## config.mk

```make
export PLATFORM = sky130hd
export DESIGN_NAME = gcd_front
export DESIGN_NICKNAME = d
export VERILOG_FILES = /design/src/rtl/gcd_pkg.sv /design/src/rtl/gcd_front.sv
export SDC_FILE = /design/constraint.sdc
export NUM_CORES = 1
export LEC_CHECK = 0
export BUFFER_PORTS_ARGS = -buffer_cell sky130_fd_sc_hd__buf_2
export CORE_UTILIZATION = 45
export CTS_CLUSTER_DIAMETER = 120
export CTS_CLUSTER_SIZE = 28
export DETAILED_ROUTE_END_ITERATION = 8
export GPL_ROUTABILITY_DRIVEN = 1
export PLACE_DENSITY = 0.68
export SYNTH_ARGS = -nofsm -noshare
export SYNTH_HDL_FRONTEND = slang
export SYNTH_SLANG_ARGS = --single-unit
```

## constraint.sdc

```tcl
create_clock -name clock -period 13.9 [get_ports clock]
set_input_delay 1.39 -clock clock [delete_from_list [all_inputs] [get_ports clock]]
set_output_delay 1.39 -clock clock [all_outputs]
set_load 0.01 [all_outputs]
```

## src/rtl/gcd_pkg.sv

```systemverilog
`timescale 1ns / 1ps
// ----------------------------------------------------------------------------
// gcd_pkg
// Shared types and constants of the great-circle distance datapath.
// ----------------------------------------------------------------------------
package gcd_pkg;

   // Signed word of the CORDIC datapath (Q30 values with growth headroom).
   localparam int CW = 34;

   localparam logic signed [CW-1:0] CORDIC_GAIN = 34'sd652032874;
   localparam logic signed [CW-1:0] ONE_Q30     = 34'sd1073741824;
   localparam logic signed [CW-1:0] HALF_TURN   = 34'sd2147483648;
   localparam logic [60:0]          ONE_Q60     = 61'h1000_0000_0000_0000;
   localparam logic [30:0]          PI_Q29      = 31'd1686629713;
   localparam logic [32:0]          DIST_MAX    = 33'd5227610176;
   localparam logic [22:0]          RADIUS_RESET = 23'd6378137;

   // Register index of the sphere radius on the configuration port.
   localparam logic CSR_RADIUS = 1'b0;

   // One request as it travels from the front end to the back end.
   typedef struct packed {
      logic [31:0] lat_a;
      logic [31:0] lat_b;
      logic [31:0] half_dlat;
      logic [31:0] half_dlon;
   } gcd_item_type;

   // Arctangent of 2^-k as a binary angle.
   function automatic logic signed [CW-1:0] atan_angle(input logic [4:0] k);
      logic signed [CW-1:0] a;
      unique case (k)
         5'd0:  a = 34'sd536870912;
         5'd1:  a = 34'sd316933406;
         5'd2:  a = 34'sd167458907;
         5'd3:  a = 34'sd85004756;
         5'd4:  a = 34'sd42667331;
         5'd5:  a = 34'sd21354465;
         5'd6:  a = 34'sd10679838;
         5'd7:  a = 34'sd5340245;
         5'd8:  a = 34'sd2670163;
         5'd9:  a = 34'sd1335087;
         5'd10: a = 34'sd667544;
         5'd11: a = 34'sd333772;
         5'd12: a = 34'sd166886;
         5'd13: a = 34'sd83443;
         5'd14: a = 34'sd41722;
         5'd15: a = 34'sd20861;
         5'd16: a = 34'sd10430;
         5'd17: a = 34'sd5215;
         5'd18: a = 34'sd2608;
         5'd19: a = 34'sd1304;
         5'd20: a = 34'sd652;
         5'd21: a = 34'sd326;
         5'd22: a = 34'sd163;
         5'd23: a = 34'sd81;
         5'd24: a = 34'sd41;
         5'd25: a = 34'sd20;
         5'd26: a = 34'sd10;
         5'd27: a = 34'sd5;
         5'd28: a = 34'sd3;
         5'd29: a = 34'sd1;
         5'd30: a = 34'sd1;
         5'd31: a = 34'sd0;
      endcase
      return a;
   endfunction

endpackage

```

## src/rtl/gcd_front.sv

```systemverilog
`timescale 1ns / 1ps
// ----------------------------------------------------------------------------
// gcd_front
// Accepts requests, forms the half-angle differences and queues them.
// ----------------------------------------------------------------------------
module gcd_front import gcd_pkg::*; (
   input  logic         clock,
   input  logic         reset,
   input  logic         start,
   output logic         busy,
   input  logic [31:0]  req_lat_a,
   input  logic [31:0]  req_lon_a,
   input  logic [31:0]  req_lat_b,
   input  logic [31:0]  req_lon_b,
   output logic         item_valid,
   output gcd_item_type item
);

   gcd_item_type entry_ff [0:1];
   logic [1:0]   count_ff, count_in;
   logic         wr_ptr_ff, rd_ptr_ff;
   logic         push, pop;
   logic [31:0]  dlat, dlon;

   assign busy       = (count_ff == 2'd2);
   assign push       = start && !busy;
   // The back end never stalls, so the head leaves as soon as it is there.
   assign pop        = (count_ff != 2'd0);
   assign item_valid = pop;
   assign item       = entry_ff[rd_ptr_ff];

   assign dlat = req_lat_b - req_lat_a;
   assign dlon = req_lon_b - req_lon_a;

   always_comb begin
      count_in = count_ff;
      if (push && !pop) begin
         count_in = count_ff + 2'd1;
      end else if (pop && !push) begin
         count_in = count_ff - 2'd1;
      end
   end

   always_ff @(posedge clock) begin
      if (reset) begin
         count_ff  <= 2'd0;
         wr_ptr_ff <= 1'b0;
         rd_ptr_ff <= 1'b0;
      end else begin
         count_ff <= count_in;
         if (push) wr_ptr_ff <= !wr_ptr_ff;
         if (pop)  rd_ptr_ff <= !rd_ptr_ff;
      end
   end

   always_ff @(posedge clock) begin
      if (push) begin
         entry_ff[wr_ptr_ff] <= '{lat_a:     req_lat_a,
                                  lat_b:     req_lat_b,
                                  half_dlat: {1'b0, dlat[31:1]},
                                  half_dlon: {1'b0, dlon[31:1]}};
      end
   end

endmodule

```

==> flow_metrics.py <==
metrics = {
    "run": {
        "maxCapViolations": 0,
    },
    "global_route": {
        "grt_max_degree": 70,
        "antenna_found_initial": 3,
        "overflow": 0,
        "grt_pass1_vias": 7682,
        "grt_first_pass_wirelength_um": 40000,
        "grt_usage_pct": 17.7,
    },
    "cts": {
        "ctsLongestPathBuffers": 3,
        "htree_levels": 1,
        "postCtsSetupRepairBufs": 0,
        "cts.repair.resized": 0,
        "cts.sinks": 257,
        "cts_tree": "built",
        "worst_skew_pair.late_latency_ns": 0.48,
        "cts_hold_buf": 0,
        "ctsRootBufferMaster": "clkbuf_16",
        "cts_buffers": 13,
        "clk_pin_slew_ns": 0.10,
    },
    "floorplan": {
        "rows": 61,
        "core_area_um2": 27700,
        "dieArea_um2": 28800,
        "start_util_pct": 45.6,
        "die_h_um": 170,
        "io_pins": 261,
        "dieWidth_um": 170,
    },
    "critical_path": {
        "crit_path_end_kind": "register",
        "start_kind": "input pin",
        "cp_data_required_time_ns": 14.13,
        "path_max_fanout": 5,
        "crit_type": "input pin to register",
        "cp.arrival_ns": 4.09,
    },
    "sta": {
        "tightest_slew_ns": 0.962,
        "finalSetupViolCount": 0,
        "finalCritPeriodShare_pct": 27.8,
        "rsz0062_at_grt": "false",
        "skew_ns": 0.0232,
        "finalHoldViolCount": 0,
        "fmax_mhz": 259,
        "slew_violations": 0,
        "whs_ns": 0.511,
        "fin_tns_setup_ns": 0,
        "fin_crit_ns": 3.87,
        "slew_headroom_pct": 35.8,
    },
    "min_path": {
        "hold_path_class": "register to register",
    },
    "power": {
        "p_leak_nw": 5.90,
        "power_frac_seq_pct": 48.9,
        "powerDensity_nw_per_um2": 149,
        "swShare_pct": 30.8,
        "vdd_drop_max_uv": 69.9,
        "comb_power_share_pct": 32.3,
        "p_int_mw": 1.52,
        "pwr-share-clk_pct": 18.8,
        "switching_power_mw": 0.675,
    },
    "synthesis": {
        "synth.cell_area_um2": 12600,
        "avgSynthCellArea_um2": 13.7,
        "yosysUniqueCellTypes": 62,
        "seq_area_frac_synth_pct": 60.6,
        "ys_seq_elements": 257,
        "synth_top_area_share_pct": 59.8,
        "ys.flop_type": "edfxtp_1",
        "synth_top_area_cell": "edfxtp_1",
        "synth_edf_count": 252,
        "syn_inst": 926,
        "yosys_warnings": 0,
        "synthArstFlopShare_pct": 0,
        "synth.area.top_cells": "edfxtp_1 60%, mux2_2 11%, ha_1 6.0%",
    },
    "route": {
        "wire_per_inst_um": 16.6,
        "route.detailed.drc": 0,
        "wl_um": 25900,
        "ant_nets": 0,
        "via_count": 7956,
        "first_iter_violations": 342,
        "firstDrtPassIters": 6,
        "viasPerCell": 5.10,
    },
    "placed_design": {
        "portBuffers": 258,
        "place_hpwl_um": 18900,
        "gp_congestion": 0.903,
    },
    "cells_and_area": {
        "fillers": 2423,
        "drive_gt1_share_pct": 35.6,
        "nets": 1373,
        "area_growth_pct": 16.5,
    },
    "status": {
        "outcome": "completed",
    },
}
layer usage:
layer  part of all wire (%)  GRT usage [%]
met1                     42           21.7
met2                     49           31.1
met3                    7.2           4.78
met4                    1.5           3.84
met5                  0.085              0
registers in the layout, indices dropped and copies added (netlist names), named ones only:
| register | count |
|---|---|
| count_ff | 2 |
| entry_ff | 252 |
| rd_ptr_ff | 1 |
| wr_ptr_ff | 1 |
final timing paths:
kind | end | cells past startpoint | start | slack [ns]
hold reg to reg | count_ff[1] | 2 | count_ff[1] | 0.51
hold / removal | count_ff[1] | 2 | count_ff[1] | 0.51
setup reg to reg | entry_ff[1][96] | 3 | count_ff[0] | 11.27
setup / recovery | entry_ff[0][60] | 11 | req_lat_a[5] | 10.03
stage by stage:
stage | power, mW | area (um2) | util [%] | setup WS [ns] | instances
floorplan | 1.56 | 12700 | - | 6.57 | 927
global placement | 1.80 | 14400 | 51.9 | 9.65 | 1542
detailed placement | 1.81 | 14400 | 51.9 | 9.50 | 1542
CTS | 2.23 | 14700 | 53.2 | 9.94 | 1559
global route | 2.31 | 14700 | 53.2 | 9.85 | 1559
finish | 2.19 | 14700 | 53.2 | 10.03 | 1560
power by group through the flow:
| stage | sequential, mW | clock (mW) | combinational [mW] |
|---|---|---|---|
| final | 1.07 | 0.412 | 0.710 |
| after global routing | 1.09 | 0.449 | 0.777 |
| after CTS | 1.08 | 0.430 | 0.724 |
| after detailed placement | 1.09 | 0 | 0.720 |
| after global placement | 1.09 | 0 | 0.714 |
| after floorplan | 1.08 | 0 | 0.471 |
synthesized netlist by cell type (4+ instances only):
cell and n:
clkbuf_1 23, nand2_1 40, nor2b_1 11, and3_1 6
o21ai_0 28, o21bai_1 6, dfxtp_1 5, a21o_1 16
ha_1 61, nand3_1 17, nand2b_1 9, and2_1 4
edfxtp_1 252, xor2_1 25, nor2_1 36, or3_1 5
a21oi_1 54, mux2_2 126, o31ai_1 6, nand4_1 9
inv_1 76, o21a_1 9, xnor2_1 35, nor3_1 10
cells by family (layout without fill, tap and decap cells):
kind of cell	count (synthesis)	after routing	share of synthesized area, %
other	1	3	0.0297
AOI/OAI and AO/OA	151	151	7.76
DFF	257	257	60.6
xor gates and xnor gates	60	60	4.16
and+or+nand+nor	165	165	6.75
muxes	126	126	11.2
adders and majority gates	63	63	6.35
buffers and inverters	103	357	3.12
cells in the final DEF, fill, tap and decap left out, drive strengths merged, types with 9 or more instances in the layout:
master  count
xnor2      35
nand2      40
nor2       36
xor2       25
clkbuf     16
mux2      126
inv        76
o21ai      30
nand2b     10
a21o       17
edfxtp    252
a21oi      56
nor3       10
nor2b      11
ha         61
nand4       9
buf       264
nand3      17
o21a        9
cell type report:
| class | instances | area [um2] | area share (%) |
|---|---|---|---|
| diodes | 1 | 2.50 | 0.0170 |
| clock buffers | 16 | 337 | 2.28 |
| clock inverters | 1 | 30.0 | 0.204 |
| inverters | 76 | 285 | 1.94 |
| multi-input cells | 567 | 4600 | 31.2 |
| flip-flops and latches | 257 | 7670 | 52.1 |
| well taps | 378 | 473 | 3.21 |
| repair buffers | 264 | 1340 | 9.07 |
critical path, stage by stage:
cell and delay (ns):
buf_2 0.10, inv_1 0.04, ha_1 0.35, a21oi_1 0.26, o21ai_0 0.22, a21oi_2 0.27
o21ai_2 0.16, o41a_1 0.43, a311o_1 0.45, a221oi_2 0.31, xnor2_1 0.12
(Power assumes the default switching activity.)
